## config.mk

```make
export PLATFORM = sky130hd
export DESIGN_NAME = stack_frame_slot_allocator_top
export DESIGN_NICKNAME = d
export VERILOG_FILES = /design/src/sv/sfsa_pkg.sv /design/src/sv/sfsa_ram.sv /design/src/sv/sfsa_ctrl.sv /design/src/sv/sfsa_datapath.sv /design/src/sv/stack_frame_slot_allocator_top.sv
export SDC_FILE = /design/constraint.sdc
export NUM_CORES = 2
export LEC_CHECK = 0
export BUFFER_PORTS_ARGS = -buffer_cell sky130_fd_sc_hd__buf_2
export CAP_MARGIN = 30
export CORE_UTILIZATION = 35
export CTS_CLUSTER_SIZE = 30
export DETAILED_ROUTE_END_ITERATION = 16
export SLEW_MARGIN = 20
export SYNTH_ARGS = -nofsm -noshare
export SYNTH_HDL_FRONTEND = slang
export SYNTH_SLANG_ARGS = --single-unit
export TNS_END_PERCENT = 10
```

## constraint.sdc

```tcl
create_clock -name clk -period 7.85 [get_ports clk]
set_input_delay 1.57 -clock clk [delete_from_list [all_inputs] [get_ports clk]]
set_output_delay 1.57 -clock clk [all_outputs]
set_load 0.02 [all_outputs]
```

## src/sv/sfsa_pkg.sv

```systemverilog
`timescale 1ns / 1ps
// ----------------------------------------------------------------------------
// Stack frame slot allocator package
// Shared widths, codes, the slot entry layout and the controller interface.
// ----------------------------------------------------------------------------
package sfsa_pkg;

  localparam int ENTRIES      = 32;
  localparam int IDX_W        = $clog2(ENTRIES);
  localparam int KIND_W       = 3;
  localparam int KEY_W        = 16;
  localparam int SIZE_W       = 12;
  localparam int POP_W        = 6;
  localparam int STATUS_W     = 3;
  localparam int OFF_W        = 21;
  localparam int USED_W       = 6;
  localparam int EXT_W        = OFF_W + 2;
  localparam int BOTTOM_START = 16;

  typedef enum logic [KIND_W-1:0] {
    KIND_FIND        = 3'd0,
    KIND_ALLOC_LOCAL = 3'd1,
    KIND_ALLOC_ARG   = 3'd2,
    KIND_DEALLOC     = 3'd3,
    KIND_SET_PARAM   = 3'd4,
    KIND_CLEAN       = 3'd5
  } kind_t;

  typedef enum logic [STATUS_W-1:0] {
    ST_OK        = 3'd0,
    ST_NOT_FOUND = 3'd1,
    ST_DUPLICATE = 3'd2,
    ST_FULL      = 3'd3,
    ST_TOO_BIG   = 3'd4,
    ST_PARAM_POP = 3'd5,
    ST_OVERFLOW  = 3'd6
  } status_t;

  typedef enum logic [1:0] {
    S_IDLE,
    S_SEARCH,
    S_FETCH,
    S_COMMIT
  } state_t;

  typedef struct packed {
    logic [KEY_W-1:0]        key;
    logic [SIZE_W-1:0]       size;
    logic signed [OFF_W-1:0] off;
    logic                    anon;
  } slot_t;

  typedef struct packed {
    logic load;
    logic search;
    logic rd_issue;
    logic rd_first;
    logic commit;
  } ctl_cmd_t;

  typedef struct packed {
    logic hit;
    logic pend;
    logic more;
    logic pop_fetch;
    logic out_free;
  } ctl_sts_t;

endpackage

```

## src/sv/sfsa_ram.sv

```systemverilog
`timescale 1ns / 1ps
// ----------------------------------------------------------------------------
// Generic RAM
// One write port and one read port with registered read data.
// ----------------------------------------------------------------------------
module sfsa_ram #(
  parameter int WIDTH = 8,
  parameter int DEPTH = 16
) (
  input  logic                     clk,
  input  logic                     we,
  input  logic [$clog2(DEPTH)-1:0] waddr,
  input  logic [WIDTH-1:0]         wdata,
  input  logic                     re,
  input  logic [$clog2(DEPTH)-1:0] raddr,
  output logic [WIDTH-1:0]         rdata
);

  logic [WIDTH-1:0] mem [DEPTH];

  always_ff @(posedge clk) begin
    if (we) begin
      mem[waddr] <= wdata;
    end
    if (re) begin
      rdata <= mem[raddr];
    end
  end

endmodule

```

## src/sv/sfsa_ctrl.sv

```systemverilog
`timescale 1ns / 1ps
// ----------------------------------------------------------------------------
// Slot allocator controller
// Sequences accept, table search, slot fetch and result commit.
// ----------------------------------------------------------------------------
module sfsa_ctrl (
  input  logic                           clk,
  input  logic                           rst_n,
  input  logic                           in_valid,
  input  logic [sfsa_pkg::KIND_W-1:0]    in_kind,
  output logic                           in_stall,
  input  sfsa_pkg::ctl_sts_t             sts,
  output sfsa_pkg::ctl_cmd_t             cmd
);
  import sfsa_pkg::*;

  state_t state_r;
  state_t state_nxt;

  always_ff @(posedge clk) begin
    if (!rst_n) begin
      state_r <= S_IDLE;
    end else begin
      state_r <= state_nxt;
    end
  end

  always_comb begin
    state_nxt = state_r;
    cmd       = '0;
    in_stall  = (state_r != S_IDLE);
    unique case (state_r)
      S_IDLE: begin
        if (in_valid) begin
          cmd.load = 1'b1;
          case (kind_t'(in_kind))
            KIND_FIND, KIND_ALLOC_LOCAL: state_nxt = S_SEARCH;
            KIND_DEALLOC: state_nxt = sts.pop_fetch ? S_FETCH : S_COMMIT;
            default: state_nxt = S_COMMIT;
          endcase
        end
      end
      S_SEARCH: begin
        cmd.search = 1'b1;
        if (sts.hit) begin
          state_nxt = S_COMMIT;
        end else begin
          cmd.rd_issue = sts.more;
          if (!sts.pend && !sts.more) begin
            state_nxt = S_COMMIT;
          end
        end
      end
      S_FETCH: begin
        cmd.rd_first = 1'b1;
        state_nxt    = S_COMMIT;
      end
      S_COMMIT: begin
        if (sts.out_free) begin
          cmd.commit = 1'b1;
          state_nxt  = S_IDLE;
        end
      end
      default: state_nxt = S_IDLE;
    endcase
  end

endmodule

```

## src/sv/sfsa_datapath.sv

```systemverilog
`timescale 1ns / 1ps
// ----------------------------------------------------------------------------
// Slot allocator datapath
// Item registers, frame marks, slot table, search compare and result register.
// ----------------------------------------------------------------------------
module sfsa_datapath (
  input  logic                                clk,
  input  logic                                rst_n,
  input  logic [sfsa_pkg::KIND_W-1:0]         in_kind,
  input  logic [sfsa_pkg::KEY_W-1:0]          in_name_key,
  input  logic [sfsa_pkg::SIZE_W-1:0]         in_size_slots,
  input  logic [sfsa_pkg::POP_W-1:0]          in_pop_count,
  input  sfsa_pkg::ctl_cmd_t                  cmd,
  output sfsa_pkg::ctl_sts_t                  sts,
  output logic                                out_valid,
  input  logic                                out_stall,
  output logic [sfsa_pkg::STATUS_W-1:0]       out_status,
  output logic signed [sfsa_pkg::OFF_W-1:0]   out_slot_offset,
  output logic [sfsa_pkg::SIZE_W-1:0]         out_slot_size,
  output logic [sfsa_pkg::USED_W-1:0]         out_entries_used
);
  import sfsa_pkg::*;

  localparam logic signed [EXT_W-1:0] OFF_MIN_X = -(EXT_W'(1) <<< (OFF_W - 1));
  localparam logic signed [EXT_W-1:0] OFF_MAX_X = (EXT_W'(1) <<< (OFF_W - 1)) - EXT_W'(1);
  localparam logic signed [OFF_W-1:0] OFF_MAX_N = (OFF_W'(1) <<< (OFF_W - 1)) - OFF_W'(1);

  logic [KIND_W-1:0]        kind_r;
  logic [KEY_W-1:0]         key_r;
  logic [SIZE_W-1:0]        size_r;
  logic [POP_W-1:0]         pop_r;

  logic [USED_W-1:0]        held_r, held_nxt;
  logic signed [OFF_W-1:0]  top_r, top_nxt;
  logic signed [OFF_W-1:0]  bot_r, bot_nxt;
  logic [USED_W-1:0]        idx_r;
  logic                     pend_r;
  logic                     found_r;
  logic signed [OFF_W-1:0]  found_off_r;
  logic [SIZE_W-1:0]        found_size_r;

  logic                     out_valid_r;
  logic [STATUS_W-1:0]      status_r, status_nxt;
  logic signed [OFF_W-1:0]  off_r, off_nxt;
  logic [SIZE_W-1:0]        osize_r, osize_nxt;

  slot_t                    rd_slot;
  slot_t                    wr_slot;
  logic [$bits(slot_t)-1:0] rd_bits;
  logic                     we;
  logic                     re;
  logic [IDX_W-1:0]         raddr;
  logic [USED_W-1:0]        first_w;
  logic                     hit;
  logic                     full;

  logic signed [EXT_W-1:0]  size8_x;
  logic signed [EXT_W-1:0]  noff_x;
  logic signed [EXT_W-1:0]  restored_x;
  logic signed [EXT_W-1:0]  nb_x;

  assign rd_slot = slot_t'(rd_bits);
  assign first_w = held_r - pop_r;
  assign re      = cmd.rd_issue | cmd.rd_first;
  assign raddr   = cmd.rd_issue ? idx_r[IDX_W-1:0] : first_w[IDX_W-1:0];
  assign hit     = pend_r && !rd_slot.anon && (rd_slot.key == key_r);
  assign full    = (held_r >= USED_W'(ENTRIES));

  assign sts.hit       = hit;
  assign sts.pend      = pend_r;
  assign sts.more      = (idx_r < held_r);
  assign sts.pop_fetch = (in_pop_count != '0) && (in_pop_count <= held_r);
  assign sts.out_free  = !out_valid_r || !out_stall;

  sfsa_ram #(
    .WIDTH ($bits(slot_t)),
    .DEPTH (ENTRIES)
  ) u_table (
    .clk   (clk),
    .we    (we),
    .waddr (held_r[IDX_W-1:0]),
    .wdata (wr_slot),
    .re    (re),
    .raddr (raddr),
    .rdata (rd_bits)
  );

  always_comb begin
    size8_x    = $signed({{(EXT_W - SIZE_W - 3){1'b0}}, size_r, 3'b000});
    noff_x     = $signed({{2{top_r[OFF_W-1]}}, top_r}) - size8_x;
    restored_x = $signed({{2{rd_slot.off[OFF_W-1]}}, rd_slot.off}) +
                 $signed({{(EXT_W - SIZE_W - 3){1'b0}}, rd_slot.size, 3'b000});
    nb_x       = $signed({{2{bot_r[OFF_W-1]}}, bot_r}) +
                 $signed({{(EXT_W - SIZE_W){1'b0}}, size_r});

    held_nxt   = held_r;
    top_nxt    = top_r;
    bot_nxt    = bot_r;
    status_nxt = ST_OK;
    off_nxt    = '0;
    osize_nxt  = '0;
    we         = 1'b0;
    wr_slot.key  = (kind_r == KIND_ALLOC_ARG) ? '0 : key_r;
    wr_slot.size = size_r;
    wr_slot.off  = noff_x[OFF_W-1:0];
    wr_slot.anon = (kind_r == KIND_ALLOC_ARG);

    case (kind_r)
      KIND_FIND: begin
        if (found_r) begin
          off_nxt   = found_off_r;
          osize_nxt = found_size_r;
        end else begin
          status_nxt = ST_NOT_FOUND;
        end
      end
      KIND_ALLOC_LOCAL, KIND_ALLOC_ARG: begin
        if (kind_r == KIND_ALLOC_LOCAL && found_r) begin
          status_nxt = ST_DUPLICATE;
        end else if (full) begin
          status_nxt = ST_FULL;
        end else if (noff_x < OFF_MIN_X) begin
          status_nxt = ST_OVERFLOW;
        end else begin
          we       = cmd.commit;
          held_nxt = held_r + USED_W'(1);
          top_nxt  = noff_x[OFF_W-1:0];
          off_nxt  = noff_x[OFF_W-1:0];
        end
      end
      KIND_DEALLOC: begin
        if (pop_r == '0) begin
          status_nxt = ST_OK;
        end else if (pop_r > held_r) begin
          status_nxt = ST_TOO_BIG;
        end else if (rd_slot.off > $signed(OFF_W'(0))) begin
          status_nxt = ST_PARAM_POP;
        end else begin
          held_nxt = first_w;
          top_nxt  = (restored_x > OFF_MAX_X) ? OFF_MAX_N : restored_x[OFF_W-1:0];
        end
      end
      KIND_SET_PARAM: begin
        wr_slot.key  = key_r;
        wr_slot.off  = bot_r;
        wr_slot.anon = 1'b0;
        if (full) begin
          status_nxt = ST_FULL;
        end else if (nb_x > OFF_MAX_X) begin
          status_nxt = ST_OVERFLOW;
        end else begin
          we       = cmd.commit;
          held_nxt = held_r + USED_W'(1);
          off_nxt  = bot_r;
          bot_nxt  = nb_x[OFF_W-1:0];
        end
      end
      KIND_CLEAN: begin
        held_nxt = '0;
        top_nxt  = '0;
        bot_nxt  = OFF_W'(BOTTOM_START);
      end
      default: begin
        status_nxt = ST_OK;
      end
    endcase
  end

  always_ff @(posedge clk) begin
    if (!rst_n) begin
      held_r      <= '0;
      top_r       <= '0;
      bot_r       <= OFF_W'(BOTTOM_START);
      out_valid_r <= 1'b0;
      pend_r      <= 1'b0;
      found_r     <= 1'b0;
      idx_r       <= '0;
    end else begin
      pend_r <= cmd.rd_issue;
      if (cmd.load) begin
        idx_r   <= '0;
        found_r <= 1'b0;
      end else if (cmd.rd_issue) begin
        idx_r <= idx_r + USED_W'(1);
      end
      if (cmd.search && hit) begin
        found_r <= 1'b1;
      end
      if (cmd.commit) begin
        held_r      <= held_nxt;
        top_r       <= top_nxt;
        bot_r       <= bot_nxt;
        out_valid_r <= 1'b1;
      end else if (!out_stall) begin
        out_valid_r <= 1'b0;
      end
    end
  end

  always_ff @(posedge clk) begin
    if (cmd.load) begin
      kind_r <= in_kind;
      key_r  <= in_name_key;
      size_r <= in_size_slots;
      pop_r  <= in_pop_count;
    end
    if (cmd.search && hit) begin
      found_off_r  <= rd_slot.off;
      found_size_r <= rd_slot.size;
    end
    if (cmd.commit) begin
      status_r <= status_nxt;
      off_r    <= off_nxt;
      osize_r  <= osize_nxt;
    end
  end

  assign out_valid        = out_valid_r;
  assign out_status       = status_r;
  assign out_slot_offset  = off_r;
  assign out_slot_size    = osize_r;
  assign out_entries_used = held_r;

  a_held_bound: assert property (@(posedge clk) disable iff (!rst_n)
    held_r <= USED_W'(ENTRIES))
    else $error("Slot count exceeds table depth.");

  a_bottom_floor: assert property (@(posedge clk) disable iff (!rst_n)
    bot_r >= $signed(OFF_W'(BOTTOM_START)))
    else $error("Bottom mark fell below its start value.");

  a_commit_shows: assert property (@(posedge clk) disable iff (!rst_n)
    cmd.commit |=> out_valid_r)
    else $error("Committed item did not reach the result register.");

  a_search_idx: assert property (@(posedge clk) disable iff (!rst_n)
    cmd.rd_issue |-> (idx_r < held_r))
    else $error("Search read beyond the held slots.");

endmodule

```

## src/sv/stack_frame_slot_allocator_top.sv

```systemverilog
`timescale 1ns / 1ps
// ----------------------------------------------------------------------------
// Stack frame slot allocator
// Table of named frame slots with find, allocate, deallocate and clean.
// ----------------------------------------------------------------------------
// One item is handled at a time. Allocate argument, set parameter, clean, the
// unused kinds and deallocate with a zero or oversized count go straight from
// acceptance to the result commit; any other deallocate first reads the first
// popped slot. Find and allocate local scan the single-read-port slot table
// one entry per cycle, up to the held slots of a full table of 32; a hit ends
// the scan early. A stalled previous result holds back the commit. The next
// item can be accepted while the result is in the output register, even while
// it is still stalled. No clearing pass follows reset.
module stack_frame_slot_allocator_top (
  input  logic                                clk,
  input  logic                                rst_n,
  input  logic                                in_valid,
  output logic                                in_stall,
  input  logic [sfsa_pkg::KIND_W-1:0]         in_kind,
  input  logic [sfsa_pkg::KEY_W-1:0]          in_name_key,
  input  logic [sfsa_pkg::SIZE_W-1:0]         in_size_slots,
  input  logic [sfsa_pkg::POP_W-1:0]          in_pop_count,
  output logic                                out_valid,
  input  logic                                out_stall,
  output logic [sfsa_pkg::STATUS_W-1:0]       out_status,
  output logic signed [sfsa_pkg::OFF_W-1:0]   out_slot_offset,
  output logic [sfsa_pkg::SIZE_W-1:0]         out_slot_size,
  output logic [sfsa_pkg::USED_W-1:0]         out_entries_used
);
  import sfsa_pkg::*;

  ctl_cmd_t cmd;
  ctl_sts_t sts;

  sfsa_ctrl u_ctrl (
    .clk      (clk),
    .rst_n    (rst_n),
    .in_valid (in_valid),
    .in_kind  (in_kind),
    .in_stall (in_stall),
    .sts      (sts),
    .cmd      (cmd)
  );

  sfsa_datapath u_dp (
    .clk              (clk),
    .rst_n            (rst_n),
    .in_kind          (in_kind),
    .in_name_key      (in_name_key),
    .in_size_slots    (in_size_slots),
    .in_pop_count     (in_pop_count),
    .cmd              (cmd),
    .sts              (sts),
    .out_valid        (out_valid),
    .out_stall        (out_stall),
    .out_status       (out_status),
    .out_slot_offset  (out_slot_offset),
    .out_slot_size    (out_slot_size),
    .out_entries_used (out_entries_used)
  );

endmodule

```

==> results.md <==
- Outcome: finished, final reports clean
- Final Cycle Share: between 70% and 80%
- Count of final max-slew check failures: 0
- Die Ht: approximately 460 µm
- Number of clock sinks: 1815
- CP max FO: 30
- Final wirelength: 212000 µm
- Commonest non-fill, non-tap cell in the layout: edfxtp_1
- GR Util All Layers: between 10% and 20%
- Max-slew headroom: 32.0%
- CTS root buf: clkbuf_16
- Worst Path Arrival: around 6700 ps
- TNS Setup: 0 ps
- Share of cells above drive strength 1: 11.3%
- Ys flop type: edfxtp_1
- GPL Wtd Cong: ~0.89
- Hold path endpoint: u_dp.found_off_r[10]
- Average size of a mapped cell: roughly 15 µm²
- Core box area: between 200000 and 250000 µm²
- PortBufs: 84
- Area delta synth->final: 14.4%
- H-tree depth: 4
- Netlist cell types: 80
- Cell Pwr Density: roughly 360 nW/µm²
- CTS tree: built
- Number of synthesized flops with an enable pin: approximately 1.8k
- Routed via count: around 44k
- Largest net degree at the start of global routing: around 120
- Placed Area: about 77000 µm²
- Final net count: just over 5k
- Sequential area share after synthesis: approximately three quarters
- Synth warn: 0
- Flop pwr share: 40.4%
- Antenna viol nets, final: 0
- Commonest cells after routing, fill and taps aside: 1756 x edfxtp_1, 884 x nand2_1, 353 x mux2i_1, 290 x nand3_1, 183 x clkbuf_16
- FMAX: ~160 MHz
- WL per Instance: 27.0 µm
- Worst-Margin Slew: between 1000 and 1500 ps
- Final count of hold timing violations: 0
- Seq cells post-synth: about 1.8k
- # rows: roughly 170
- Vias in the first global route: approximately 42k
- Logic gate share of total power: 31.3%
- Postcts setup bufs: 0
- Hold Crit Class: register to register
- Net count after synthesis: approximately 5k
- Async SR Flop Fraction: 0%
- DIE AREA: 209000 µm²
- Worst r2r path cells: 13
- Synth area leaders: edfxtp_1 73%, mux2i_1 4.9%, nand2_1 4.6%, nand3_1 2.0%, dfxtp_1 1.6%
- Int Power: between 0.015 and 0.02 W
- Mapped Area: 72400 µm²
- Number of remaining DRC errors: 0
- Grt ovf: 0
- Worst-case clock buffer depth: 3
- RR Startpoint: u_dp.size_r[0]
- Sw Ratio: 35.8%
- FF+latch area: about 54000 µm²
- Worst Setup Start Kind: register
- CP endpoint kind: register
- Hold depth: 0
- Area leader, netlist: edfxtp_1
- Peak VDD IR: roughly 0.36 mV
- MaxCap Viol Count: 0
- TritonCTS Buffers: ~180
- Reg2Reg Setup Slack: 1590 ps
- Leakage dissipation: between 20 and 30 nW
- P_sw: 0.0108 W
- Final standard cell area without fillers: just over 80000 µm²
- Clock power share: ~28%
- Die X: between 400 and 500 µm
- Reg clk slew, reported paths: roughly 60 ps
- Mapped Cells: 4883
- Multi-input combinational cell area: 17500 µm²
- Worst r2r dst: u_dp.u_table.mem[9][45]
- Post-layout min period: 6260 ps
- Required @ worst endpoint: approximately 8300 ps
- Total of fill cells in the finished design: 18.5k
- Crit Path Class: register to register
- CTS Hold Bufs: 0
- Unrepaired setup endpoints after global routing: false
- Starting Density: approximately a third
- Hold_sp: u_dp.u_table.rdata[11]
- # setup viols final: 0
- First-pass DRT Iterations: 9
- PostCTS Resize Cnt: 0
- Clk_skew: 52.7 ps
- Via/cell ratio: around 5.6
- Antenna violations before repair: 13
- Worst skew pair latency: approximately 840 ps
- Starting DRT DRC Count: around 5.7k
- Boundary Pins: 85
- HPWL Detailed: 117000 µm
- Synth top area share: between 70% and 80%
- First-pass GRT wire length: 302000 µm
flip-flops by register name, summed over array words and instances (netlist names), 16 cells and up:
register              count
u_dp.u_table.mem       1600
u_dp.u_table.rdata       50
u_dp.bot_r               21
u_dp.found_off_r         21
u_dp.out_slot_offset     21
u_dp.top_r               21
u_dp.key_r               16
metal layers:
| metal | wire (µm) | vias up | share of wire, % | global-route usage (%) |
|---|---|---|---|---|
| li1 | - | 19100 | - | - |
| met1 | 89400 | 22600 | 42 | 28.1 |
| met4 | 5620 | 4 | 2.6 | 5.77 |
| met5 | 33 | - | 0.016 | 0 |
| met3 | 20400 | 318 | 9.6 | 4.13 |
| met2 | 97100 | 2211 | 46 | 30.5 |
critical path, stage by stage (launching register included):
cell      delay, ps
edfxtp_1        640
ha_1            340
fa_1            420
a21o_1          210
a21oi_1         290
o21ai_1         160
a41oi_2         300
o21ai_2         170
a21oi_1         340
nand2_1         170
o21ai_1         500
nand2_1         600
nor2_4          970
buf_4           690
kinds of logic after synthesis:
logic type / Yosys count / share of synthesized area (%)
simple gates: 1572 / 9.66
compound gates: 657 / 6.86
fa+ha+maj: 67 / 1.20
xor+xnor: 67 / 0.810
buf+inv: 350 / 2.12
mux: 355 / 4.91
flops: 1815 / 74.5
power groups by stage:
stage | Combinational (W) | Clock (W) | Sequential [W]
6_report | 0.00940 | 0.00852 | 0.0122
4_1_cts | 0.00932 | 0.00862 | 0.0121
2_1_floorplan | 0.00589 | 0 | 0.0122
3_5_place_dp | 0.00928 | 0 | 0.0124
3_3_place_gp | 0.00910 | 0 | 0.0124
5_1_grt | 0.0100 | 0.00898 | 0.0122
final cells by class:
| cell class | count | area share [%] |
|---|---|---|
| sequential | 1815 | 65.1 |
| multi-input combinational | 2718 | 21.1 |
| clock buffer | 228 | 5.74 |
| tap | 2688 | 4.06 |
| timing repair buffer | 245 | 2.51 |
| clock inverter | 101 | 1.26 |
| inverter | 63 | 0.285 |
| antenna | 4 | 0.0121 |
stage by stage:
stage	instances	util [%]	hold slack (ps)	worst slack, ps	total power [W]
final	7862	40.4	489	1590	0.0301
after global routing	7861	40.4	509	1390	0.0311
after CTS	7854	40.4	491	1420	0.0301
after detailed placement	7525	37.6	487	1520	0.0216
after global placement	7509	37.4	474	1500	0.0215
after floorplan	4883	-	431	1970	0.0181
cell usage after synthesis, types with 36 or more instances:
library cell and number:
a211oi_1 56, a21oi_1 56, a221oi_1 50, a222oi_1 61
a22oi_1 61, a31oi_1 108, a32oi_1 101, and3_1 55
buf_2 103, clkbuf_1 149, dfxtp_1 59, edfxtp_1 1756
ha_1 63, inv_1 62, mux2i_1 354, nand2_1 888
nand3_1 290, nand4_1 109, nor2_1 113, o21ai_0 53
xnor2_1 36
worst max path at each step:
stage / startpoint / endpoint
2_1_floorplan: u_dp.size_r[1] / u_dp.u_table.mem[10][0]
3_3_place_gp: u_dp.size_r[0] / u_dp.u_table.mem[7][15]
3_5_place_dp: u_dp.size_r[0] / u_dp.u_table.mem[7][2]
4_1_cts: u_dp.size_r[0] / u_dp.u_table.mem[5][43]
5_1_grt: u_dp.size_r[0] / u_dp.u_table.mem[9][45]
6_report: u_dp.size_r[0] / u_dp.u_table.mem[9][45]
No activity file was read; power rests on OpenSTA's default activity.
